--- config.mk ---
export PLATFORM = sky130hd
export DESIGN_NAME = multichannel_block_averager_top
export DESIGN_NICKNAME = d
export VERILOG_FILES = /design/src/design/mcba_pkg.sv /design/src/design/mcba_div.sv /design/src/design/multichannel_block_averager_top.sv
export VERILOG_INCLUDE_DIRS = /design/src /design/src/design
export SDC_FILE = /design/constraint.sdc
export NUM_CORES = 1
export LEC_CHECK = 0
export ABC_AREA = 1
export BUFFER_PORTS_ARGS = -buffer_cell sky130_fd_sc_hd__buf_4
export CAP_MARGIN = 20
export CORE_MARGIN = 3
export CORE_UTILIZATION = 30
export DETAILED_ROUTE_END_ITERATION = 8
export GPL_ROUTABILITY_DRIVEN = 0
export PLACE_DENSITY = 0.56
export SLEW_MARGIN = 25
export SYNTH_ARGS = -nofsm -noshare
export SYNTH_HDL_FRONTEND = slang
export SYNTH_HIERARCHICAL = 1
export SYNTH_SLANG_ARGS = --single-unit
--- constraint.sdc ---
create_clock -name clock -period 6.8 [get_ports clock]
set_clock_uncertainty 0.15 [all_clocks]
set_input_delay 0.68 -clock clock [delete_from_list [all_inputs] [get_ports clock]]
set_output_delay 0.68 -clock clock [all_outputs]
set_load 0.02 [all_outputs]
--- src/design/multichannel_block_averager_top_assert.svh ---
// Assertion macros for the multichannel block averager.
`ifndef MULTICHANNEL_BLOCK_AVERAGER_TOP_ASSERT_SVH
`define MULTICHANNEL_BLOCK_AVERAGER_TOP_ASSERT_SVH

// Consequent checked in the same cycle as the antecedent.
`define MCBA_ASSERT_SAME(lbl, clk, rst, ante, cons) \
   lbl: assert property (@(posedge clk) disable iff (rst) (ante) |-> (cons)) \
      else $error("same-cycle check failed");

// Consequent checked in the cycle after the antecedent.
`define MCBA_ASSERT_NEXT(lbl, clk, rst, ante, cons) \
   lbl: assert property (@(posedge clk) disable iff (rst) (ante) |=> (cons)) \
      else $error("next-cycle check failed");

`endif

--- src/design/mcba_pkg.sv ---
// Shared types and constants of the multichannel block averager.
`timescale 1ns / 1ps
package mcba_pkg;

   localparam int CHAN_WIDTH       = 3;
   localparam int SAMPLE_WIDTH     = 12;
   localparam int SUM_WIDTH        = 24;
   localparam int COUNT_WIDTH      = 8;
   localparam int MEAN_WIDTH       = 16;
   localparam int MEAN_SHIFT       = 15;
   localparam int AVG_WIDTH        = 31;
   localparam int NUM_CHANNELS_DEF = 8;
   localparam int REQ_TDATA_WIDTH  = 16;
   localparam int RSP_TDATA_WIDTH  = 40;
   localparam int DIV_CNT_WIDTH    = $clog2(SUM_WIDTH + 1);

   localparam logic [COUNT_WIDTH-1:0] BLOCK_LEN_RESET = 8'd200;

   typedef struct packed {
      logic busy;
      logic done;
   } mcba_div_stat_type;

endpackage

--- src/design/mcba_div.sv ---
// Serial restoring divider: 24-bit sum by 8-bit count, one quotient bit per cycle.
`timescale 1ns / 1ps
module mcba_div
   import mcba_pkg::*;
(
   input  logic                   clock,
   input  logic                   reset,
   input  logic                   start,
   input  logic [SUM_WIDTH-1:0]   dividend,
   input  logic [COUNT_WIDTH-1:0] divisor,
   output logic [SUM_WIDTH-1:0]   quotient,
   output mcba_div_stat_type      stat
);

   localparam logic [DIV_CNT_WIDTH-1:0] STEPS = DIV_CNT_WIDTH'(SUM_WIDTH);

   logic                     busy_ff, busy_in;
   logic                     done_ff, done_in;
   logic [DIV_CNT_WIDTH-1:0] step_ff, step_in;
   logic [SUM_WIDTH-1:0]     quo_ff, quo_in;
   logic [COUNT_WIDTH-1:0]   rem_ff, rem_in;
   logic [COUNT_WIDTH-1:0]   dvs_ff, dvs_in;
   logic [COUNT_WIDTH:0]     shifted;
   logic [COUNT_WIDTH+1:0]   diff;

   always_comb begin
      shifted = {rem_ff, quo_ff[SUM_WIDTH-1]};
      diff    = {1'b0, shifted} - {2'b00, dvs_ff};
      busy_in = busy_ff;
      done_in = done_ff;
      step_in = step_ff;
      quo_in  = quo_ff;
      rem_in  = rem_ff;
      dvs_in  = dvs_ff;
      if (start) begin
         busy_in = 1'b1;
         done_in = 1'b0;
         step_in = STEPS;
         quo_in  = dividend;
         rem_in  = '0;
         dvs_in  = divisor;
      end else if (busy_ff) begin
         // take the difference when it does not borrow
         if (!diff[COUNT_WIDTH+1]) begin
            rem_in = diff[COUNT_WIDTH-1:0];
            quo_in = {quo_ff[SUM_WIDTH-2:0], 1'b1};
         end else begin
            rem_in = shifted[COUNT_WIDTH-1:0];
            quo_in = {quo_ff[SUM_WIDTH-2:0], 1'b0};
         end
         step_in = step_ff - 1'b1;
         if (step_ff == DIV_CNT_WIDTH'(1)) begin
            busy_in = 1'b0;
            done_in = 1'b1;
         end
      end
   end

   always_ff @(posedge clock) begin
      if (reset) begin
         busy_ff <= 1'b0;
         done_ff <= 1'b0;
         step_ff <= '0;
      end else begin
         busy_ff <= busy_in;
         done_ff <= done_in;
         step_ff <= step_in;
      end
   end

   always_ff @(posedge clock) begin
      quo_ff <= quo_in;
      rem_ff <= rem_in;
      dvs_ff <= dvs_in;
   end

   assign quotient  = quo_ff;
   assign stat.busy = busy_ff;
   assign stat.done = done_ff;

endmodule

--- src/design/multichannel_block_averager_top.sv ---
// Top level of the multichannel block averager (per-channel boxcar average and decimate).
`timescale 1ns / 1ps
// Each input word carries one converter sample and its channel. The sample, scaled by 16,
// is added into that channel's running sum and the channel's count advances. Once the new count
// reaches or passes block_length (set on the csr port, 200 after reset) the block emits one
// word with the channel and floor(sum / count) << 15, and clears that channel. Channels at or
// above NUM_CHANNELS are dropped without any effect. Timing: a word is taken in one cycle and
// its sum and count are updated in the next. A sample that closes a block then runs the serial
// divider, one quotient bit per cycle over the 24-bit sum, and then loads the output register;
// the load waits while a previous result is still held by rsp_tready low. req_tready stays low
// during the whole item. The output register lets the next item start while an earlier result
// waits to be taken. block_length is to be written only while idle; the block itself does not
// enforce this.
`include "multichannel_block_averager_top_assert.svh"
module multichannel_block_averager_top
   import mcba_pkg::*;
#(
   parameter int NUM_CHANNELS = NUM_CHANNELS_DEF
)(
   input  logic                       clock,
   input  logic                       reset,
   // req_tdata: channel [2:0], sample [14:3], zero fill [15]
   input  logic                       req_tvalid,
   output logic                       req_tready,
   input  logic [REQ_TDATA_WIDTH-1:0] req_tdata,
   // rsp_tdata: out_channel [2:0], average_value [33:3], zero fill [39:34]
   output logic                       rsp_tvalid,
   input  logic                       rsp_tready,
   output logic [RSP_TDATA_WIDTH-1:0] rsp_tdata,
   // block_length write port
   input  logic                       csr_valid,
   output logic                       csr_ready,
   input  logic [COUNT_WIDTH-1:0]     csr_wdata
);

   localparam int IDX_WIDTH = (NUM_CHANNELS > 1) ? $clog2(NUM_CHANNELS) : 1;
   localparam logic [CHAN_WIDTH:0] CH_LIMIT = (CHAN_WIDTH + 1)'(NUM_CHANNELS);
   localparam int FILL_WIDTH = RSP_TDATA_WIDTH - AVG_WIDTH - CHAN_WIDTH;

   // sequencer states
   localparam logic [1:0] ST_IDLE = 2'd0;  // wait for a sample
   localparam logic [1:0] ST_ACC  = 2'd1;  // read-modify-write of the channel state
   localparam logic [1:0] ST_DIV  = 2'd2;  // serial division, then load the result

   logic [1:0]              state_ff, state_in;
   logic [COUNT_WIDTH-1:0]  block_len_ff;
   logic [CHAN_WIDTH-1:0]   ch_ff;
   logic [SAMPLE_WIDTH-1:0] sample_ff;

   logic [SUM_WIDTH-1:0]    sum_ff [NUM_CHANNELS];
   logic [COUNT_WIDTH-1:0]  cnt_ff [NUM_CHANNELS];

   logic                    rsp_valid_ff, rsp_valid_in;
   logic [CHAN_WIDTH-1:0]   och_ff;
   logic [AVG_WIDTH-1:0]    avg_ff;

   logic [IDX_WIDTH-1:0]    idx;
   logic                    ch_ok;
   logic [SUM_WIDTH-1:0]    sum_new;
   logic [COUNT_WIDTH-1:0]  cnt_new;
   logic                    emit;
   logic                    acc_write;
   logic                    div_start;
   logic                    rsp_free;
   logic                    rsp_load;
   logic [SUM_WIDTH-1:0]    quotient;
   mcba_div_stat_type       div_stat;

   assign req_tready = (state_ff == ST_IDLE);
   assign csr_ready  = 1'b1;

   // channel lookup and the accumulate step
   always_comb begin
      idx     = ch_ff[IDX_WIDTH-1:0];
      ch_ok   = ({1'b0, ch_ff} < CH_LIMIT);
      sum_new = sum_ff[idx] + {{(SUM_WIDTH - SAMPLE_WIDTH - 4){1'b0}}, sample_ff, 4'b0000};
      cnt_new = cnt_ff[idx] + 1'b1;
      emit    = (cnt_new >= block_len_ff);
   end

   assign acc_write = (state_ff == ST_ACC) && ch_ok;
   assign div_start = acc_write && emit;
   assign rsp_free  = !rsp_valid_ff || rsp_tready;
   assign rsp_load  = (state_ff == ST_DIV) && div_stat.done && rsp_free;

   always_comb begin
      state_in = state_ff;
      unique case (state_ff)
         ST_IDLE: begin
            if (req_tvalid) begin
               state_in = ST_ACC;
            end
         end
         ST_ACC: begin
            state_in = div_start ? ST_DIV : ST_IDLE;
         end
         ST_DIV: begin
            if (rsp_load) begin
               state_in = ST_IDLE;
            end
         end
         default: begin
            state_in = ST_IDLE;
         end
      endcase
   end

   // hold a result until it is taken, then free the slot
   always_comb begin
      if (rsp_load) begin
         rsp_valid_in = 1'b1;
      end else if (rsp_tready) begin
         rsp_valid_in = 1'b0;
      end else begin
         rsp_valid_in = rsp_valid_ff;
      end
   end

   always_ff @(posedge clock) begin
      if (reset) begin
         state_ff     <= ST_IDLE;
         rsp_valid_ff <= 1'b0;
         block_len_ff <= BLOCK_LEN_RESET;
      end else begin
         state_ff     <= state_in;
         rsp_valid_ff <= rsp_valid_in;
         if (csr_valid) begin
            block_len_ff <= csr_wdata;
         end
      end
   end

   // per-channel sums and counts; a closing sample clears its channel
   always_ff @(posedge clock) begin
      if (reset) begin
         for (int i = 0; i < NUM_CHANNELS; i++) begin
            sum_ff[i] <= '0;
            cnt_ff[i] <= '0;
         end
      end else if (acc_write) begin
         sum_ff[idx] <= emit ? '0 : sum_new;
         cnt_ff[idx] <= emit ? '0 : cnt_new;
      end
   end

   // capture the accepted word and the outgoing result
   always_ff @(posedge clock) begin
      if (req_tvalid && req_tready) begin
         ch_ff     <= req_tdata[CHAN_WIDTH-1:0];
         sample_ff <= req_tdata[CHAN_WIDTH +: SAMPLE_WIDTH];
      end
      if (rsp_load) begin
         och_ff <= ch_ff;
         avg_ff <= {quotient[MEAN_WIDTH-1:0], {MEAN_SHIFT{1'b0}}};
      end
   end

   mcba_div u_div (
      .clock    (clock),
      .reset    (reset),
      .start    (div_start),
      .dividend (sum_new),
      .divisor  (cnt_new),
      .quotient (quotient),
      .stat     (div_stat)
   );

   assign rsp_tvalid = rsp_valid_ff;
   assign rsp_tdata  = {{FILL_WIDTH{1'b0}}, avg_ff, och_ff};

   // the divider is never running while a new word can be taken
   `MCBA_ASSERT_SAME(a_idle_div_quiet, clock, reset, req_tready, !div_stat.busy)
   // an accepted word is always processed in the next cycle
   `MCBA_ASSERT_NEXT(a_accept_to_acc, clock, reset, req_tvalid && req_tready, state_ff == ST_ACC)
   // a finished quotient with a free slot shows up on the output
   `MCBA_ASSERT_NEXT(a_load_shows, clock, reset, rsp_load, rsp_valid_ff && state_ff == ST_IDLE)

endmodule

* Word level (Yosys, flattened, before mapping)
Memories as Yosys holds them, arrays and structs flattened. A register that Yosys moved wholly into a read port is not among the register bits.
Cells that the tools add are included.
** Storage, ports and cells
- Bits in registers :: 92
- RAM bits :: 256
- Output and inout bits :: 43
- Memories :: 2
- Logic and storage cells :: 70
- Input bits :: 29
** Memory list
- sum_ff :: words 8, bits a word 24, rd ports 1, clocked after Yosys merged registers in 1, write ports 8, line multichannel_block_averager_top.sv:50 : logic [SUM_WIDTH-1:0] sum_ff [NUM_CHANNELS];
- cnt_ff :: words 8, bits a word 8, rd ports 1, clocked after Yosys merged registers in 1, write ports 8, line multichannel_block_averager_top.sv:51 : logic [COUNT_WIDTH-1:0] cnt_ff [NUM_CHANNELS];
** Cells by class
- $lt $le $gt $ge :: 1
- Multiplexer cells :: 30
- Reduce and logical (&&, ||, !) cells :: 14
- Add/subtract/negate cells :: 4
- Eq/ne operators :: 5
** Operators with widths (count)
- 2-to-1 mux 24 bit :: 4
- adder 24 x 16 -> 24 bit :: 1
- 2-to-1 mux 8 bit :: 3
- OR reduction 24 bit :: 1
- 2-to-1 mux 1 bit :: 13
- 2-to-1 mux 3 bit :: 4
- 2-to-1 mux 5 bit :: 2
- subtractor 9 x 8 -> 10 bit :: 1
- adder 8 x 1 -> 8 bit (second input constant) :: 1
- >= comparator 8 bit :: 1
- OR reduction 8 bit :: 1
- 2-to-1 mux 2 bit :: 3
- one-hot mux 2 bit (3 select lines) :: 1
- == test 5 x 1 -> 1 bit (second input constant) :: 1
- subtractor 5 x 1 -> 5 bit (second input constant) :: 1
- logical AND 1 bit :: 4
- inequality test 2 bit (second input constant) :: 2
- AND reduction 2 bit :: 2
- nonzero test 2 bit :: 2
- == test 2 x 1 -> 1 bit (second input constant) :: 1
- == test 2 bit (second input constant) :: 1
- zero test 2 bit :: 1
- OR reduction 2 bit :: 1
- zero test 1 bit :: 1
- logical OR 1 bit :: 1

* Logic depth before layout (Yosys ltp)
Gate-level depths: netlist (run 1).
- Depth after elaboration :: 6
- Depth in mapped cells :: 26
- Gate-level depth less buffers :: 23

* By module
Netlist (run 1), hierarchy kept.
** Modules (own cells, without submodules)
- multichannel_block_averager_top :: cells an instance 1469, times used 1, area an instance 14350.0 µm², sequential area each 8988.6 µm²
- mcba_div :: cells an instance 284, times used 1, area an instance 2404.8 µm², sequential area each 1261.2 µm²

* Worst setup path before layout (run 1)
No wires, ideal clock.
- Path type :: reg-to-reg
- From :: reg (tool-made name)
- To :: reg u_div.quo_ff[0], in the netlist u_div/quotient[0], enable pin
- Required time :: 6.269 ns
- Path slack :: 2.854 ns
- Path buffers :: 2
- Data arrival time :: 3.415 ns
- Library setup time :: 0.381 ns
- Stages on the path, launching flop included :: 20
- Cell sequence :: dfxtp_1 inv_2 buf_2 o21ai_0 o211ai_1 o21ai_2 inv_1 ha_1 nand4_1 and2_1 ha_1 nand2_1 nor2_1 nand4_1 nand3_1 nand3_1 inv_1 buf_2 nor2_1 inv_1
** RTL lines
- end signal: assignment :: line mcba_div.sv:72 : quo_ff <= quo_in;
- end: declaration :: line mcba_div.sv:20 : logic [SUM_WIDTH-1:0] quo_ff, quo_in;

==> results of run 1 <==
==> metal layers <==
layer | global-route usage | up-vias | part of all wire | routed length, um
met5 | 0 | - | 0 | 0
met4 | 0.0523 | 0 | 0.030 | 1290
met3 | 0.0224 | 76 | 0.060 | 2590
met2 | 0.231 | 351 | 0.47 | 19900
met1 | 0.190 | 5827 | 0.44 | 19000
li1 | - | 5828 | - | -
==> state kept, by name, indices dropped and copies added (netlist names), 2 cells and up, named ones only <==
| name | flops |
|---|---|
| sum_ff | 192 |
| cnt_ff | 64 |
| u_div/quotient | 24 |
| avg_ff | 16 |
| sample_ff | 12 |
| block_len_ff | 8 |
| u_div/dvs_ff | 8 |
| u_div/rem_ff | 8 |
| u_div/step_ff | 5 |
| ch_ff | 3 |
| och_ff | 3 |
| state_ff | 2 |
==> cell type report <==
| type | instances | area (sq um) |
|---|---|---|
| Tap cell | 739 | 925 |
| Clock buffer | 45 | 976 |
| Timing Repair Buffer | 78 | 586 |
| Clock inverter | 15 | 119 |
| Inverter | 133 | 499 |
| Fill cell | 5558 | 35700 |
| Sequential cell | 351 | 10300 |
| Multi-Input combinational cell | 1185 | 5500 |
==> stage by stage <==
step                hold WS [ns]  power [mW]  area, sq um
floorplan                  0.277        3.66        16800
global route               0.140        6.23        18900
CTS                        0.132        5.95        18900
global placement           0.290        4.06        17800
finish                     0.165        5.91        18900
detailed placement         0.290        4.08        17800
==> power by group through the flow <==
stage               Clock (mW)  Combinational, mW  Sequential [mW]
floorplan                    0               1.08             2.58
global placement             0               1.45             2.61
detailed placement           0               1.46             2.61
CTS                       1.92               1.47             2.57
global route              1.99               1.66             2.58
finish                    1.86               1.48             2.57
==> worst max-delay path, delay by kind of cell, from the launching register on <==
kind | cells | cell delay (ns)
DFF | 1 | 0.62
buffers and inverters | 4 | 1.71
AOI/OAI and AO/OA | 3 | 0.68
adders and majority gates | 2 | 0.57
and+or+nand+nor | 10 | 1.30
==> final timing paths <==
kind	from	to	slack (ns)	cells after the start
max	flop	u_div/quotient[0]$_DFFE_PP_	1.47	19
min	req_tdata[3]	sample_ff[0]$_DFFE_PP_	0.16	1
max reg2reg	flop	u_div/quotient[0]$_DFFE_PP_	1.47	19
min reg2reg	u_div/quotient[8]$_DFFE_PP_	avg_ff[23]$_DFFE_PP_	0.30	0
==> results.txt, run 1 <==
Outcome - finished clean
Slowest stage delay, CP - 0.75 ns
Setup WS pre-CTS - 1.41 ns
Setup_tns - 0 ns
Die width - 242 um
Area grow syn2layout - 12.6%
Pwr dens - 313 mW/mm^2
Gr usage total - 0.141
Crit path launch type - flop
Power share of the clock group - 0.315
Final Max Tran Viols - 0
Avg Vias per Cell - 4.75
Non-filler instance count after layout - 2,546
Avg Cell Area, Syn - 9.56 sq um
CTS Hold Bufs - 0
Share of cells above drive strength 1 - 0.0930
CP max-delay cell - clkinv_1
CTS Root Cell - clkbuf_16
# rows - 85
Residual DRC - 0
CTS Buffer Depth - 3
CP Capture Type - flop
RSZ-0062 raised after global routing - no
Synth Instances - 1,752
Drt wl/cell - 16.8 um
Leakage - 7.48 nW
Max Cap Viol - 0
Layout Nets - 1,848
Tmin final - 5.33 ns
Max transition margin - 0.397
Final Util - 0.346
I/O Buffers - 48
Critical path peak fanout - 40
Ant diodes - 0
Core area - 0.0546 sq mm
CTS tree - yes
Hold Path Class - in -> reg
Maximum vdd drop - 0.144 mV
Seq pwr share - 0.434
CTS resizes - 0
Worst-Margin Slew - 0.904 ns
Ports - 72
CP Data Arrival Time - 5.46 ns
Via total after detailed routing - 12,100
Ys Warns - 6
Final wirelength - 42.8 mm
Cells after DPL - 2,486
Largest net degree at the start of global routing - 82
Fin crit share - 0.783
First-pass GRT wire length - 65.6 mm
Die Y - 242 um
Critical path class - reg -> reg
Total CTS buffers - 37
Req. time, crit path - 6.93 ns
CTS sink count - 351
PnR worst setup slack - 1.47 ns
CTS clk-pin slew, worst paths - 0.06 ns
Comb power frac - 0.250
Number of hold violations in the final report - 0
Total grt overflow - 0
Net Sw Frac - 0.329
Number of global-route vias before repair - 11,500
DRT iter0 DRCs - 1,035
Most common cell on crit path - nand2_1
First-pass DRT Iterations - 7
Internal - 3.96 mW
Final setup vio count - 0
Commonest cells after routing, fill and taps aside - nor2_1 (469), nand2_1 (328), edfxtp_1 (322)
Fmax - 0.188 GHz
Sw Pwr - 1.94 mW
Synth Cell Area - 0.0167 sq mm
Die ar. - 0.0587 sq mm
Worst-path cell chain - inv_2 -> o21ai_0 -> o22ai_1 -> o21ai_2 -> inv_1 -> ha_1 -> nand3_1 -> nand2_1 -> and2_1 -> ha_1 -> nand2_1 -> nor2_1 -> nand4_1 -> nand3_1 -> nand3_1 -> inv_1 -> clkinv_1 -> nand2_1 -> nand2_1
Worst skew pair latency - 0.54 ns
Initial antenna violation count - 0
Final ANT Viol Nets - 0
Post-detailed-placement half-perimeter wirelength - 25.3 mm
Htree depth - 2
Post-CTS setup buffers - 0
Initial Util - 0.307
Commonest non-fill, non-tap cell in the layout - nor2_1
(Power assumes the default switching activity.)
==> inputs of run 2 (changes only) <==
==> constraint.sdc (replaced) <==
create_clock -name clock -period 5.2 [get_ports clock]
set_clock_uncertainty 0.15 [all_clocks]
set_input_delay 0.52 -clock clock [delete_from_list [all_inputs] [get_ports clock]]
set_output_delay 0.52 -clock clock [all_outputs]
set_load 0.02 [all_outputs]
==> run 2 against run 1 <==
Sequential share of layout area decreased by 0.84 points. Maximum frequency increased by 18%. Worst hold slack got worse by 0.12 ns. Via count increased by 1.7%. Sequential power increased by 30%. Power increased by 34%. First-iteration DRC count decreased by 9.6%. Critical path depth decreased by 1. Die area unchanged. Count of clock-buffer cells in the layout increased by 2. Global-route usage increased by 0.39 points. Critical endpoint is now cnt_ff[5][5]$_SDFFCE_PN0P_. Largest power group unchanged.
==> results.txt, run 2 (synthesized netlist as in run 1, its figures left out) <==
Outcome - finished clean
Placed inst area - 0.0179 sq mm
Max Cap Viol - 0
Worst path bufs/invs - 4
Crit path launch type - flop
Die width - 242 um
I/O Buffers - 48
DRT iter0 DRCs - 936
CTS sink count - 351
Total CTS buffers - 37
Avg Vias per Cell - 4.79
CP Data Arrival Time - 4.74 ns
Setup_tns - 0 ns
Drt wl/cell - 17.0 um
Number of global-route vias before repair - 11,600
Crit Reg-Reg Endpoint - cnt_ff[5][5]$_SDFFCE_PN0P_
Gr usage total - 0.145
Final Max Tran Viols - 0
Core area - 0.0546 sq mm
First-pass GRT wire length - 67.4 mm
Worst-path cell chain - inv_2 -> o21ai_0 -> o22ai_1 -> o21ai_2 -> inv_1 -> ha_1 -> nand3_1 -> nand2_1 -> and2_1 -> ha_1 -> nand2_1 -> nor2_1 -> a211oi_1 -> nand3_1 -> inv_1 -> buf_4 -> nand3_2 -> nor2_1
Commonest non-fill, non-tap cell in the layout - nor2_1
Hold path depth - 1
Share of cells above drive strength 1 - 0.0979
Post-detailed-placement half-perimeter wirelength - 25.6 mm
Area grow syn2layout - 14.4%
Layout Nets - 1,864
Setup WS pre-CTS - 0.656 ns
Fmax - 0.221 GHz
Slowest stage delay, CP - 0.55 ns
Via total after detailed routing - 12,300
Total grt overflow - 0
R2R setup slack - 0.68 ns
Req. time, crit path - 5.42 ns
Htree depth - 2
# rows - 85
Initial Util - 0.307
Leakage - 7.61 nW
CTS resizes - 0
Final setup vio count - 0
Final wirelength - 43.7 mm
Hold Path Class - in -> reg
Ant diodes - 0
CP Capture Type - flop
Largest Register - sum_ff
Largest net degree at the start of global routing - 104
CTS Root Cell - clkbuf_16
Pwr dens - 413 mW/mm^2
CP max-delay cell - dfxtp_2
Number of hold violations in the final report - 0
Max FFs per register - 192
Ports - 72
Fin crit share - 0.869
Critical path peak fanout - 18
Maximum vdd drop - 0.236 mV
RSZ-0062 raised after global routing - no
First-pass DRT Iterations - 7
Die Y - 242 um
Tmin final - 4.52 ns
Worst-Margin Slew - 0.973 ns
Max transition margin - 0.349
Finished Cell Area - 0.0192 sq mm
CP top delay family - buffers and inverters
Final ANT Viol Nets - 0
CTS clk-pin slew, worst paths - 0.06 ns
Initial antenna violation count - 0
Residual DRC - 0
Die ar. - 0.0587 sq mm
Worst skew pair latency - 0.54 ns
Hold-critical path endpoint - ch_ff[0]$_DFFE_PP_
Final Util - 0.351
PnR worst setup slack - 0.684 ns
Critical path class - reg -> reg
R2r worst-path depth - 18
Commonest cells after routing, fill and taps aside - nor2_1 (469), nand2_1 (327), edfxtp_1 (322)
Hold slack - 0.0434 ns
CTS tree - yes
CTS Buffer Depth - 3
Hold_sp - req_tdata[0]
==> run 2: changes by cell type in the layout (fill, tap and decap cells not counted), sizes merged <==
cell,change
buf,+4
bufinv,+2
clkbuf,+2
clkinvlp,+1
dlygate4sd3,+12
inv,+1
==> run 2: layer usage <==
metal	part of all wire	vias up	global-route usage
li1	-	5862	-
met4	0.023	0	0.0414
met3	0.063	64	0.0246
met2	0.47	411	0.242
met1	0.44	5955	0.195
met5	0	-	0
==> run 2: how the worst max path moves through the flow <==
stage               from                          end  slack (ns)  cells after the start
finish              flop   cnt_ff[5][5]$_SDFFCE_PN0P_        0.68                     18
global route        flop   cnt_ff[7][5]$_SDFFCE_PN0P_        0.22                     18
CTS                 flop  u_div/quotient[5]$_DFFE_PP_        0.64                     20
detailed placement  flop  u_div/quotient[5]$_DFFE_PP_        0.66                     20
global placement    flop  u_div/quotient[5]$_DFFE_PP_        0.72                     20
floorplan           flop  u_div/quotient[0]$_DFFE_PP_        1.26                     19
==> run 2: timing repair <==
action                    CTS  global route
hold buffers               12             0
buffers inserted            0             0
hold endpoints to repair   12             0
==> run 2: layout make-up <==
| cell class | count | area [sq um] |
|---|---|---|
| clock buffer | 47 | 983 |
| clock inverter | 19 | 179 |
| fill | 5457 | 35400 |
| inverter | 133 | 499 |
| multi-input combinational | 1185 | 5500 |
| sequential | 351 | 10300 |
| tap | 739 | 925 |
| timing repair buffer | 94 | 811 |
==> run 2: report_power, final <==
part	internal, mW	total (mW)	switching [mW]
registers	3.27	3.35	0.0809
clock network	1.49	2.60	1.10
logic	0.552	1.95	1.40
total	5.32	7.90	2.58
==> run 2: stage by stage <==
stage                     cells  power, mW
after floorplan            1772       4.78
after global placement     2490       5.31
after detailed placement   2490       5.35
after CTS                  2568       7.95
after global routing       2568       8.30
final                      2568       7.90
==> inputs of run 3 (changes only) <==
--- a/config.mk
+++ b/config.mk
@@ -7,13 +7,13 @@
 export NUM_CORES = 1
 export LEC_CHECK = 0
 export ABC_AREA = 1
-export BUFFER_PORTS_ARGS = -buffer_cell sky130_fd_sc_hd__buf_4
 export CAP_MARGIN = 20
 export CORE_MARGIN = 3
 export CORE_UTILIZATION = 30
 export DETAILED_ROUTE_END_ITERATION = 8
+export DONT_BUFFER_PORTS = 1
 export GPL_ROUTABILITY_DRIVEN = 0
-export PLACE_DENSITY = 0.56
+export PLACE_DENSITY = 0.55
 export SLEW_MARGIN = 25
 export SYNTH_ARGS = -nofsm -noshare
 export SYNTH_HDL_FRONTEND = slang
==> run 3 against run 2 <==
First-iteration DRC count grew 2.4%. Combinational power is essentially flat. Worst hold slack lost 0.00064 ns. Critical endpoint is now u_div/quotient[8]$_DFFE_PP_. Wire length shrank 0.29%. Critical path depth grew 2. Largest power group unchanged. Power grew 4.2%. Via count shrank 1.6%. Clock power grew 13%.
==> results.txt, run 3 (synthesized netlist as in run 1, its figures left out) <==
Ports - 72
Initial Util - 0.307
I/O Buffers - 0
Number of hold violations in the final report - 0
PnR worst setup slack - 0.525 ns
Max transition margin - 0.370
Placed inst area - 0.0175 sq mm
First-pass DRT Iterations - 5
Via total after detailed routing - 12,100
Layout Nets - 1,826
# rows - 85
Leakage - 7.50 nW
Req. time, crit path - 5.25 ns
Crit path launch type - flop
Gr usage total - 0.146
Final Max Tran Viols - 0
CTS resizes - 0
Final setup vio count - 0
Net Sw Frac - 0.314
Met1 Usage GRT - 0.194
Setup WS pre-CTS - 0.431 ns
Post-detailed-placement half-perimeter wirelength - 25.2 mm
Final ANT Viol Nets - 0
CP Data Arrival Time - 4.73 ns
Power share of the clock group - 0.357
Cells after DPL - 2,443
Fin crit share - 0.899
Drt wl/cell - 17.2 um
CP Capture Type - flop
DRT iter0 DRCs - 958
Commonest cells after routing, fill and taps aside - nor2_1 (469), nand2_1 (322), edfxtp_1 (322)
Setup_tns - 0 ns
Outcome - finished clean
Largest net degree at the start of global routing - 57
CTS tree - yes
Met2 Use GR - 0.247
Largest Register - sum_ff
Tmin final - 4.68 ns
Fmax - 0.214 GHz
CTS Buffer Depth - 3
Finished Cell Area - 0.0191 sq mm
CTS Root Cell - clkbuf_16
Internal - 5.64 mW
Total CTS buffers - 36
Ant diodes - 0
Max FFs per register - 192
Non-filler instance count after layout - 2,531
First-pass GRT wire length - 66.9 mm
Number of global-route vias before repair - 11,500
Avg Vias per Cell - 4.78
Commonest non-fill, non-tap cell in the layout - nor2_1
Final wirelength - 43.6 mm
Met3 usage - 0.0207
Pwr dens - 431 mW/mm^2
Seq pwr share - 0.408
CTS clk-pin slew, worst paths - 0.06 ns
Total power draw - 8.23 mW
Residual DRC - 0
Hold slack - 0.0427 ns
Sw Pwr - 2.59 mW
Hold Path Class - in -> reg
Die Y - 242 um
Share of cells above drive strength 1 - 0.0792
Total grt overflow - 0
Die width - 242 um
Critical path peak fanout - 35
Comb power frac - 0.235
Final Util - 0.350
Worst skew pair latency - 0.54 ns
Most Crowded Layer GR - met2
Die ar. - 0.0587 sq mm
Worst-Margin Slew - 0.943 ns
Max Cap Viol - 0
Initial antenna violation count - 0
Critical path class - reg -> reg
Htree depth - 2
RSZ-0062 raised after global routing - no
Core area - 0.0546 sq mm
CTS sink count - 351
Maximum vdd drop - 0.206 mV
Area grow syn2layout - 13.9%
## run 3: path summary, 6_finish.rpt
| path | slack [ns] | cells after the start | to | from |
|---|---|---|---|---|
| max reg2reg | 0.52 | 20 | u_div/quotient[8]$_DFFE_PP_ | flop |
| max | 0.52 | 20 | u_div/quotient[8]$_DFFE_PP_ | flop |
| min | 0.04 | 2 | block_len_ff[0]$_SDFFE_PP0P_ | csr_valid |
| min reg2reg | 0.30 | 0 | avg_ff[22]$_DFFE_PP_ | u_div/quotient[7]$_DFFE_PP_ |
## run 3: critical path, stage by stage, from the launching register on
cell	delay (ns)
dfxtp_4	0.60
clkinv_2	0.41
o21ai_0	0.26
o22ai_1	0.10
o21ai_2	0.20
inv_1	0.12
ha_1	0.28
nand3_1	0.10
nand2_1	0.07
and2_1	0.17
ha_1	0.27
nand2_1	0.06
nor2_1	0.13
nand4_1	0.10
nand3_1	0.18
nand3_1	0.13
inv_1	0.11
buf_4	0.28
nor2_1	0.09
inv_1	0.11
buf_4	0.36
## run 3: area by class of cell
cell class              instances  area, sq um
well taps                     739          925
fillers                      5506        35500
flip-flops and latches        351        10300
inverters                     133          500
multi-input cells            1185         5530
clock buffers                  42          965
repair buffers                 57          520
clock inverters                24          383
## run 3: repair_timing
item	4_1_cts	5_1_grt
endpoints found under the hold margin	26	0
setup buffers	0	0
hold buffers	22	0
endpoints found under the setup margin	0	0
## run 3: metal layers
layer | up-vias | part of all wire
met5 | - | 0
met4 | 0 | 0.022
met3 | 73 | 0.062
met2 | 376 | 0.48
met1 | 5846 | 0.43
li1 | 5795 | -
## run 3: power by group through the flow
| stage | Clock [mW] | Combinational (mW) | Sequential (mW) |
|---|---|---|---|
| floorplan | 0 | 1.41 | 3.37 |
| global placement | 0 | 1.89 | 3.42 |
| detailed placement | 0 | 1.91 | 3.42 |
| CTS | 3.00 | 1.93 | 3.36 |
| global route | 3.12 | 2.17 | 3.37 |
| finish | 2.94 | 1.93 | 3.36 |
